### src/sv/cacp_pkg.sv
// shared types and constants of the call auction clearing price block
package cacp_pkg;

  localparam int PRICE_W = 10;
  localparam int VOL_W   = 20;

  localparam logic [VOL_W-1:0] VOL_MAX = '1;

  typedef enum logic [1:0] {
    OP_ADD_BID = 2'd0,
    OP_ADD_ASK = 2'd1,
    OP_SOLVE   = 2'd2,
    OP_CLEAR   = 2'd3
  } op_e;

  typedef struct packed {
    op_e                operation;
    logic [PRICE_W-1:0] price;
  } in_item_t;

  typedef struct packed {
    logic [PRICE_W-1:0] clear_price;
    logic [VOL_W-1:0]   matched_demand;
    logic [VOL_W-1:0]   matched_supply;
    logic               crossed;
  } out_item_t;

  // read address source of a histogram ram
  typedef enum logic [1:0] {
    RSEL_IN  = 2'd0,
    RSEL_PTR = 2'd1,
    RSEL_G   = 2'd2,
    RSEL_PG  = 2'd3
  } rsel_e;

  // volume register update
  typedef enum logic [1:0] {
    ACC_NONE = 2'd0,
    ACC_SUM  = 2'd1,
    ACC_STEP = 2'd2
  } acc_e;

  // source of a result
  typedef enum logic [1:0] {
    RES_ZERO = 2'd0,
    RES_CUR  = 2'd1,
    RES_PREV = 2'd2
  } res_e;

  typedef struct packed {
    logic  load_item;
    logic  book_clear;
    logic  ptr_zero;
    logic  ptr_inc;
    logic  clr_wr;
    logic  add_wr;
    logic  bid_rd;
    rsel_e bid_rsel;
    logic  ask_rd;
    rsel_e ask_rsel;
    acc_e  acc;
    logic  walk_init;
    logic  step;
    logic  out_load;
    res_e  out_sel;
  } cmd_t;

  typedef struct packed {
    logic crossed;
    logic ptr_at_hi;
    logic ptr_at_end;
    logic d_eq_s;
    logic flip;
    logic dir_up;
    logic prev_better;
  } sts_t;

endpackage

### src/sv/cacp_ctrl.sv
// controller state machine of the call auction clearing price block
module cacp_ctrl (
  input  logic            clk_i,
  input  logic            rst_ni,
  input  logic            in_valid_i,
  output logic            in_ready_o,
  input  cacp_pkg::op_e   op_i,
  output logic            out_valid_o,
  input  logic            out_ready_i,
  input  cacp_pkg::sts_t  sts_i,
  output cacp_pkg::cmd_t  cmd_o
);

  typedef enum logic [3:0] {
    S_IDLE,
    S_ADD_WR,
    S_SOLVE,
    S_SUM,
    S_SUM_END,
    S_CHK,
    S_PICK,
    S_STEP_RD,
    S_STEP_UPD,
    S_EMIT,
    S_CLEAR
  } state_e;

  state_e          state_q, state_d;
  logic            out_valid_q, out_valid_d;
  cacp_pkg::res_e  sel_q, sel_d;
  cacp_pkg::cmd_t  cmd;
  logic            in_ready;

  // next state and datapath commands
  always_comb begin
    cmd          = '0;
    cmd.bid_rsel = cacp_pkg::RSEL_IN;
    cmd.ask_rsel = cacp_pkg::RSEL_IN;
    cmd.acc      = cacp_pkg::ACC_NONE;
    cmd.out_sel  = sel_q;
    state_d      = state_q;
    sel_d        = sel_q;
    in_ready     = 1'b0;
    out_valid_d  = out_valid_q;
    if (out_valid_q && out_ready_i) begin
      out_valid_d = 1'b0;
    end
    unique case (state_q)
      S_IDLE: begin
        in_ready = 1'b1;
        if (in_valid_i) begin
          cmd.load_item = 1'b1;
          unique case (op_i) inside
            cacp_pkg::OP_ADD_BID, cacp_pkg::OP_ADD_ASK: begin
              state_d = S_ADD_WR;
            end
            cacp_pkg::OP_SOLVE: begin
              state_d = S_SOLVE;
            end
            cacp_pkg::OP_CLEAR: begin
              cmd.book_clear = 1'b1;
              cmd.ptr_zero   = 1'b1;
              state_d        = S_CLEAR;
            end
            default: begin
              state_d = S_IDLE;
            end
          endcase
        end
      end
      S_ADD_WR: begin
        cmd.add_wr = 1'b1;
        state_d    = S_IDLE;
      end
      S_SOLVE: begin
        if (sts_i.crossed) begin
          cmd.walk_init = 1'b1;
          state_d       = S_SUM;
        end else begin
          sel_d   = cacp_pkg::RES_ZERO;
          state_d = S_EMIT;
        end
      end
      S_SUM: begin
        cmd.bid_rd   = 1'b1;
        cmd.bid_rsel = cacp_pkg::RSEL_PTR;
        cmd.ask_rd   = 1'b1;
        cmd.ask_rsel = cacp_pkg::RSEL_G;
        cmd.acc      = cacp_pkg::ACC_SUM;
        cmd.ptr_inc  = 1'b1;
        if (sts_i.ptr_at_hi) begin
          state_d = S_SUM_END;
        end
      end
      S_SUM_END: begin
        cmd.acc = cacp_pkg::ACC_SUM;
        state_d = S_CHK;
      end
      S_CHK: begin
        if (sts_i.d_eq_s) begin
          sel_d   = cacp_pkg::RES_CUR;
          state_d = S_EMIT;
        end else if (sts_i.flip) begin
          state_d = S_PICK;
        end else begin
          cmd.step = 1'b1;
          state_d  = S_STEP_RD;
        end
      end
      S_PICK: begin
        sel_d   = sts_i.prev_better ? cacp_pkg::RES_PREV : cacp_pkg::RES_CUR;
        state_d = S_EMIT;
      end
      S_STEP_RD: begin
        cmd.bid_rd   = 1'b1;
        cmd.bid_rsel = sts_i.dir_up ? cacp_pkg::RSEL_PG : cacp_pkg::RSEL_G;
        cmd.ask_rd   = 1'b1;
        cmd.ask_rsel = sts_i.dir_up ? cacp_pkg::RSEL_G : cacp_pkg::RSEL_PG;
        state_d      = S_STEP_UPD;
      end
      S_STEP_UPD: begin
        cmd.acc = cacp_pkg::ACC_STEP;
        state_d = S_CHK;
      end
      S_EMIT: begin
        if (!out_valid_q || out_ready_i) begin
          cmd.out_load = 1'b1;
          out_valid_d  = 1'b1;
          state_d      = S_IDLE;
        end
      end
      S_CLEAR: begin
        cmd.clr_wr  = 1'b1;
        cmd.ptr_inc = 1'b1;
        if (sts_i.ptr_at_end) begin
          state_d = S_IDLE;
        end
      end
      default: begin
        state_d = S_IDLE;
      end
    endcase
  end

  // state and registered outputs, reset starts the clearing sweep
  always_ff @(posedge clk_i or negedge rst_ni) begin
    if (!rst_ni) begin
      state_q     <= S_CLEAR;
      out_valid_q <= 1'b0;
      sel_q       <= cacp_pkg::RES_ZERO;
    end else begin
      state_q     <= state_d;
      out_valid_q <= out_valid_d;
      sel_q       <= sel_d;
    end
  end

  assign in_ready_o  = in_ready;
  assign out_valid_o = out_valid_q;
  assign cmd_o       = cmd;

endmodule

### config.mk
export PLATFORM = sky130hd
export DESIGN_NAME = cacp_ctrl
export DESIGN_NICKNAME = d
export VERILOG_FILES = /design/src/sv/cacp_pkg.sv /design/src/sv/cacp_ctrl.sv
export SDC_FILE = /design/constraint.sdc
export NUM_CORES = 1
export LEC_CHECK = 0
export BUFFER_PORTS_ARGS = -buffer_cell sky130_fd_sc_hd__buf_2
export CORE_MARGIN = 1.5
export CORE_UTILIZATION = 44
export DETAILED_ROUTE_END_ITERATION = 10
export PLACE_DENSITY = 0.77
export SETUP_SLACK_MARGIN = 0.1
export SLEW_MARGIN = 20
export SYNTH_ARGS = -nofsm -noshare
export SYNTH_HDL_FRONTEND = slang
export SYNTH_SLANG_ARGS = --single-unit
### constraint.sdc
create_clock -name clk_i -period 1.9 [get_ports clk_i]
set_input_delay 0.38 -clock clk_i [delete_from_list [all_inputs] [get_ports clk_i]]
set_output_delay 0.38 -clock clk_i [all_outputs]
set_load 0.03 [all_outputs]
==> flow_summary.rst, run 1 <==
.. list-table::
   :header-rows: 1

   * - Metric
     - Value
   * - Vias in the first global route
     - 752
   * - Hold WS
     - between 0.4 and 0.5 ns
   * - Wire length of the first global-routing pass
     - around 3200 µm
   * - Drt first-iter violations
     - 28
   * - Share of power burned in combinational logic
     - between 70% and 80%
   * - Fillcell total
     - ~70
   * - Most common library cell in the layout ignoring fill and taps
     - sky130_fd_sc_hd__buf_4
   * - Max Clk Rate
     - 0.517 GHz
   * - Startpoint of the lowest-slack register-to-register path
     - state_q[2]$_DFFE_PN0P_
   * - Seq. cell area
     - ~180 µm²
   * - Maximum resistive drop on vdd
     - between 1 and 1.5 mV
   * - Iteration count of the initial detailed-routing pass
     - 4
   * - Register clock-pin slew on the reported worst setup and hold paths
     - around 0.06 ns
   * - Clock root buffer
     - sky130_fd_sc_hd__clkbuf_4
   * - Switching power as a share of total power
     - roughly 47%
   * - Critical path origin
     - state_q[2]$_DFFE_PN0P_
   * - RSZ-0062 raised after global routing
     - yes
   * - Sw Pwr
     - between 0.9 and 1 mW
   * - Die Span X
     - ~43 µm
   * - Buffers on Ports
     - 33
   * - TritonCTS Buffers
     - 3
   * - Gate count after technology mapping
     - 84
   * - Final number of setup-violating endpoints
     - 3
   * - LEAKAGE
     - ~0.6 nW
   * - Pin count of the biggest net entering global routing
     - 18
   * - Maximum net fanout on the critical path
     - 4
   * - Layout Cell Area excl Fill
     - around 1300 µm²
   * - Combined area of the multi-input logic cells
     - 593 µm²
   * - Final nets
     - 149
   * - Power, Total
     - between 2 and 2.5 mW
   * - Diode count
     - 0
   * - Most common flop cell mapped by yosys
     - sky130_fd_sc_hd__dfrtp_1
   * - Routed length per placed instance
     - 18.9 µm
   * - Min-delay worst type
     - in2reg
   * - Final std cells w/o fill
     - ~150
   * - Sinks on the clock net
     - 7
   * - Global router's overall resource usage
     - 22.9%
   * - Placeable core area
     - roughly 1500 µm²
   * - Remaining max-slew budget at the tightest pin
     - approximately 71%
   * - DRC violations left
     - 0
   * - Arrival time of data at the critical path endpoint
     - ~1.6 ns
   * - Post-layout minimum cycle time
     - 1.93 ns
   * - Number of routed nets with antenna violations
     - 0
   * - Top-Level Pins
     - 34
   * - Startpoint of the most critical hold path
     - out_ready_i
   * - EDFF count, synth
     - 0
   * - Total power density per cell area
     - between 1500 and 2000 nW/µm²
   * - Final hold viol count
     - 0
   * - Routed Wire Length
     - 2860 µm
   * - Clock latency on the worst-skew pair
     - approximately 0.25 ns
   * - Final setup skew
     - roughly 0.010 ns
   * - Antenna violations before repair
     - 0
   * - Crit start category
     - register
   * - Total standard cell area after synthesis
     - 688 µm²
   * - Post-place setup slack
     - 0.153 ns
   * - Post-synth net total
     - 97
   * - Sum of negative setup slack
     - -0.0655 ns
   * - Synth Area per Inst
     - 8.19 µm²
   * - Finished Core Util
     - 88.5%
   * - Required time worst endpoint
     - around 1.5 ns
   * - Top library cells by usage in the layout, fill and taps aside
     - 23 x sky130_fd_sc_hd__buf_4, 18 x sky130_fd_sc_hd__buf_2, 12 x sky130_fd_sc_hd__buf_6, 6 x sky130_fd_sc_hd__o21ai_0
   * - Count of pins over their slew limit
     - 0
   * - Sequential fraction of design power
     - 13.8%
   * - Full die area
     - 1810 µm²
   * - Post-layout worst setup margin
     - -0.0326 ns
   * - Clock power frac
     - under 10%
   * - Path type of the worst setup path
     - reg2out
   * - Max-cap violation count
     - 0
   * - Internal
     - approximately 1.1 mW
   * - Placed cell count
     - about 130
   * - Gp weighted congestion
     - about 0.84
   * - Effective utilization at floorplan
     - between 40 and 50%
   * - Fraction of layout cells with a size suffix above 1
     - between 60% and 70%
   * - Type of element capturing the critical path
     - output pin
   * - Sequential element share of the synthesized area
     - 25.8%
   * - Height of the die
     - around 43 µm
   * - Via density per instance
     - between 5 and 6
   * - Maximum root-to-sink buffer count
     - 2
   * - Yosys reg bits
     - 7
   * - Violations in the final reports
     - setup timing
   * - Routed via count
     - 897
   * - Maximum level of the CTS H-tree
     - 1
   * - Yosys warning total
     - 0
   * - Final critical-path share of the clock period
     - 102%
   * - Grt ovf
     - 0
   * - Post-synthesis async set-or-reset flop share
     - 100%
   * - TritonCTS clock tree
     - built
   * - HPWL after detailed placement
     - about 1300 µm
   * - Transition at the pin with the smallest max-transition slack
     - between 0.4 and 0.5 ns
   * - Run status
     - finished with violations
   * - Cell variety after synth
     - 34
   * - Placed Area
     - between 900 and 1000 µm²
   * - Cell Rows
     - 14
   * - Syn-to-layout area delta
     - 91.5%
## synth_stat cells (2+ instances only)
cell type | n | area [µm²]
sky130_fd_sc_hd__nand3b_1 | 3 | 22.5
sky130_fd_sc_hd__and3_1 | 2 | 12.5
sky130_fd_sc_hd__buf_2 | 3 | 15.0
sky130_fd_sc_hd__inv_1 | 2 | 7.51
sky130_fd_sc_hd__nand2b_1 | 5 | 31.3
sky130_fd_sc_hd__o21ai_0 | 6 | 30.0
sky130_fd_sc_hd__buf_6 | 2 | 22.5
sky130_fd_sc_hd__dfstp_2 | 2 | 52.6
sky130_fd_sc_hd__nor3_1 | 4 | 20.0
sky130_fd_sc_hd__nor3b_1 | 3 | 22.5
sky130_fd_sc_hd__dfrtp_1 | 5 | 125
sky130_fd_sc_hd__nand4b_1 | 2 | 17.5
sky130_fd_sc_hd__nand2_1 | 2 | 7.51
sky130_fd_sc_hd__o32a_1 | 2 | 20.0
sky130_fd_sc_hd__a21oi_1 | 5 | 25.0
sky130_fd_sc_hd__o21bai_1 | 2 | 15.0
sky130_fd_sc_hd__or2_2 | 2 | 12.5
sky130_fd_sc_hd__clkbuf_1 | 2 | 7.51
sky130_fd_sc_hd__buf_4 | 4 | 30.0
sky130_fd_sc_hd__nor2_1 | 7 | 26.3
sky130_fd_sc_hd__nor2b_1 | 6 | 37.5
## kinds of logic after synthesis
kind of cell	count (synthesis)	synth area share, %
simple gates	42	37.6
compound gates	21	23.3
buf+inv	13	12.0
flops	7	25.8
xor+xnor	1	1.27
## layer usage
metal	vias to the layer above	global-route usage, %	share of wire [%]
met5	-	0	0
met3	10	1.29	4.6
li1	402	-	-
met2	49	40.0	54
met4	0	11.9	3.3
met1	436	27.9	38
## state kept, by name, summed over array words and instances (netlist names)
| signal | cells |
|---|---|
| state_q | 4 |
| sel_q | 2 |
| out_valid_o | 1 |
## worst max-delay path: stages (launching register included)
cell	delay, ns
sky130_fd_sc_hd__dfrtp_1	0.41
sky130_fd_sc_hd__or2_4	0.26
sky130_fd_sc_hd__nor3_4	0.13
sky130_fd_sc_hd__and2_4	0.18
sky130_fd_sc_hd__and3_4	0.18
sky130_fd_sc_hd__buf_6	0.13
## final timing paths
path | end | slack (ns) | cells after the start
setup / recovery | cmd_o[16] | -0.03 | 5
hold / removal | out_valid_o$_DFF_PN0_ | 0.47 | 3
setup reg to reg | state_q[3]$_DFFE_PN1P_ | 0.15 | 6
hold reg to reg | sel_q[0]$_DFFE_PN0P_ | 0.52 | 1
max in group asynchronous | state_q[1]$_DFFE_PN1P_ | 1.18 | 2
min in group asynchronous | state_q[2]$_DFFE_PN0P_ | 0.49 | 2
## final cells by class
| class | count | share of cell area, % |
|---|---|---|
| timing repair buffer | 58 | 37.4 |
| clock buffer | 4 | 1.99 |
| inverter | 2 | 0.570 |
| tap | 16 | 1.52 |
| sequential | 7 | 13.5 |
| multi-input combinational | 64 | 45.0 |
## power groups by stage
| stage | Sequential (mW) | Combinational [mW] | Clock (mW) |
|---|---|---|---|
| after floorplan | 0.284 | 0.805 | 0 |
| after global placement | 0.279 | 0.983 | 0 |
| after detailed placement | 0.283 | 1.00 | 0 |
| after CTS | 0.268 | 1.19 | 0.138 |
| after global routing | 0.284 | 1.68 | 0.144 |
| final | 0.278 | 1.60 | 0.135 |
## what timing repair did
action,in CTS,in global routing
endpoints found under the hold margin,5,0
gates resized for setup,23,32
pin swaps,4,7
cloned,0,2
endpoints found under the setup margin,17,17
buffers inserted,5,12
hold buffers,1,0
Power figures use the tool's default switching activity.
==> inputs of run 2 (changes only) <==
Settings changed: CORE_UTILIZATION 44 to 45, CTS_BUF_LIST set to sky130_fd_sc_hd__clkbuf_4 sky130_fd_sc_hd__clkbuf_8, PLACE_DENSITY 0.77 to 0.79, SETUP_SLACK_MARGIN 0.1 to not set.
==> flow_summary.rst, run 2 (synthesis gave the netlist of run 1 again) <==
.. list-table::
   :header-rows: 1

   * - Metric
     - Value
   * - Run status
     - finished clean
   * - Gp weighted congestion
     - 0.813 (-3.2%)
   * - Fillcell total
     - 115 (+69%)
   * - Sw Pwr
     - 0.736 mW (-23%)
   * - Hold WS
     - 0.439 ns (-0.0311 ns)
   * - Min-delay worst type
     - in2reg
   * - Transition at the pin with the smallest max-transition slack
     - 0.369 ns (-0.0613 ns)
   * - Path type of the worst setup path
     - reg2out
   * - Buffers on Ports
     - 33 (unchanged)
   * - Type of element capturing the critical path
     - output pin
   * - HPWL after detailed placement
     - 1190 µm (-8.2%)
   * - Number of routed nets with antenna violations
     - 0 (unchanged)
   * - Number of flip-flops under the largest register name
     - 4 (unchanged)
   * - Maximum root-to-sink buffer count
     - 2 (unchanged)
   * - Clock power frac
     - 9.6% (+2.9 points)
   * - Share of power burned in combinational logic
     - 72.2% (-7.3 points)
   * - Register clock-pin slew on the reported worst setup and hold paths
     - 0.05 ns (about the same)
   * - Effective utilization at floorplan
     - 50.4% (+4.1 points)
   * - Fraction of layout cells with a size suffix above 1
     - 54.1% (-11 points)
   * - Diode count
     - 0 (unchanged)
   * - Maximum resistive drop on vdd
     - 0.700 mV (-46%)
   * - Placeable core area
     - 1370 µm² (-8.2%)
   * - Final hold viol count
     - 0 (unchanged)
   * - Most common library cell in the layout ignoring fill and taps
     - sky130_fd_sc_hd__buf_2
   * - Placed cell count
     - 126 (-1.6%)
   * - Top library cells by usage in the layout, fill and taps aside
     - 25 x sky130_fd_sc_hd__buf_2, 13 x sky130_fd_sc_hd__buf_4, 7 x sky130_fd_sc_hd__nor2_1, 6 x sky130_fd_sc_hd__o21ai_0
   * - Sinks on the clock net
     - 7 (unchanged)
   * - Switching power as a share of total power
     - 48.4% (+1.1 points)
   * - Final std cells w/o fill
     - 137 (-9.3%)
   * - Post-place setup slack
     - 0.182 ns (+0.0285 ns)
   * - Clock latency on the worst-skew pair
     - 0.24 ns (about the same)
   * - Post-layout worst setup margin
     - 0.00279 ns (+0.0354 ns)
   * - Total power density per cell area
     - 1500 nW/µm² (-2.0%)
   * - Sequential fraction of design power
     - 18.2% (+4.4 points)
   * - Clock root buffer
     - sky130_fd_sc_hd__clkbuf_4
   * - Die Span X
     - 42.1 µm (-1.0%)
   * - Maximum level of the CTS H-tree
     - 1 (unchanged)
   * - Routed via count
     - 757 (-16%)
   * - TritonCTS clock tree
     - built
   * - Pin count of the biggest net entering global routing
     - 18 (unchanged)
   * - Max-cap violation count
     - 0 (unchanged)
   * - Via density per instance
     - 5.53 (-7.0%)
   * - Vias in the first global route
     - 649 (-14%)
   * - Final setup skew
     - 0.00103 ns (-0.00901 ns)
   * - Iteration count of the initial detailed-routing pass
     - 4 (unchanged)
   * - Cell Rows
     - 13 (-1)
   * - Syn-to-layout area delta
     - 47.6%
   * - Count of pins over their slew limit
     - 0 (unchanged)
   * - Final critical-path share of the clock period
     - 99.9% (-1.9 points)
   * - Antenna violations before repair
     - 0 (unchanged)
   * - Final nets
     - 136 (-8.7%)
   * - Final number of setup-violating endpoints
     - 0 (-3)
   * - Required time worst endpoint
     - 1.52 ns (about the same)
   * - Sum of negative setup slack
     - 0 ns (+0.0655 ns)
   * - Combined area of the multi-input logic cells
     - 482 µm² (-19%)
   * - Maximum net fanout on the critical path
     - 6 (+2)
   * - Remaining max-slew budget at the tightest pin
     - 74.8% (+4.2 points)
   * - TritonCTS Buffers
     - 3 (unchanged)
   * - LEAKAGE
     - 0.474 nW (-20%)
   * - RSZ-0062 raised after global routing
     - yes
   * - Drt first-iter violations
     - 17 (-39%)
   * - Global router's overall resource usage
     - 19.9% (-3.0 points)
   * - Internal
     - 0.785 mW (-26%)
   * - Full die area
     - 1770 µm² (-2.1%)
   * - Seq. cell area
     - 181 µm² (+2.1%)
   * - Top-Level Pins
     - 34 (unchanged)
   * - Crit start category
     - register
   * - Power, Total
     - 1.52 mW (-24%)
   * - Height of the die
     - 42.1 µm (-1.0%)
   * - Grt ovf
     - 0 (unchanged)
   * - Wire length of the first global-routing pass
     - 2800 µm (-12%)
   * - DRC violations left
     - 0 (unchanged)
   * - Arrival time of data at the critical path endpoint
     - 1.52 ns (-0.03 ns)
   * - Routed length per placed instance
     - 13.0 µm (-31%)
   * - Post-layout minimum cycle time
     - 1.90 ns (-0.0354 ns)
   * - Register with the highest flop count
     - state_q
   * - Routed Wire Length
     - 1780 µm (-38%)
   * - Max Clk Rate
     - 0.527 GHz (+1.9%)
run 2: changes by cell type in the layout (fill, tap and decap cells not counted), moves of 2 or more:
cell,change
sky130_fd_sc_hd__clkbuf_16,-2
sky130_fd_sc_hd__nor2_4,-2
sky130_fd_sc_hd__nor3_2,-3
sky130_fd_sc_hd__nor3_1,+3
sky130_fd_sc_hd__buf_4,-10
sky130_fd_sc_hd__nand2b_4,-2
sky130_fd_sc_hd__nor2_1,+2
sky130_fd_sc_hd__clkbuf_4,+2
sky130_fd_sc_hd__buf_6,-7
sky130_fd_sc_hd__buf_2,+7
run 2: path summary, 6_finish.rpt:
kind	cells after the start	start	end	slack, ns
max reg2reg	5	state_q[1]$_DFFE_PN1P_	state_q[1]$_DFFE_PN1P_	0.24
min	3	sts_i[0]	sel_q[1]$_DFFE_PN0P_	0.44
max in group asynchronous	2	rst_ni	state_q[3]$_DFFE_PN1P_	1.15
max	3	state_q[0]$_DFFE_PN0P_	cmd_o[5]	0.003
min reg2reg	1	sel_q[0]$_DFFE_PN0P_	sel_q[0]$_DFFE_PN0P_	0.50
min in group asynchronous	2	rst_ni	state_q[0]$_DFFE_PN0P_	0.52
run 2: final cells by class:
type                            count  area share [%]
Inverter                            2           0.739
Clock buffer                        4            2.96
Multi-Input combinational cell     64            47.4
Timing Repair Buffer               45            29.2
Tap cell                           15            1.85
Sequential cell                     7            17.9
run 2: worst max-delay path, cell delays in order, from the launching register on:
cell	delay, ns
sky130_fd_sc_hd__dfrtp_1	0.45
sky130_fd_sc_hd__or3b_2	0.52
sky130_fd_sc_hd__a21oi_2	0.16
sky130_fd_sc_hd__buf_6	0.15
run 2: metrics by stage:
step / instance area, µm² / util (%)
4_1_cts: 981 / 71.8
3_3_place_gp: 876 / 64.1
5_1_grt: 1020 / 74.4
3_5_place_dp: 876 / 64.1
6_report: 1020 / 74.4
2_1_floorplan: 737 / -
run 2: power groups by stage:
stage	Combinational [mW]	Sequential, mW	Clock (mW)
finish	1.10	0.277	0.145
CTS	1.04	0.272	0.148
global route	1.18	0.286	0.159
floorplan	0.766	0.284	0
global placement	0.916	0.290	0
detailed placement	0.933	0.293	0
run 2: layer usage:
metal | global-route usage [%] | share of wire (%) | vias up
met4 | 2.50 | 0 | 0
met1 | 28.0 | 43 | 339
met2 | 32.5 | 49 | 42
met5 | 0 | 0 | -
li1 | - | - | 376
met3 | 3.88 | 8.3 | 0
run 2: timing repair:
action | in CTS | in global routing
resized for setup | 10 | 9
hold buffers | 1 | 0
endpoints found under the setup margin | 11 | 10
buffers inserted | 5 | 1
hold endpoints to repair | 5 | 0
pin swaps | 4 | 0
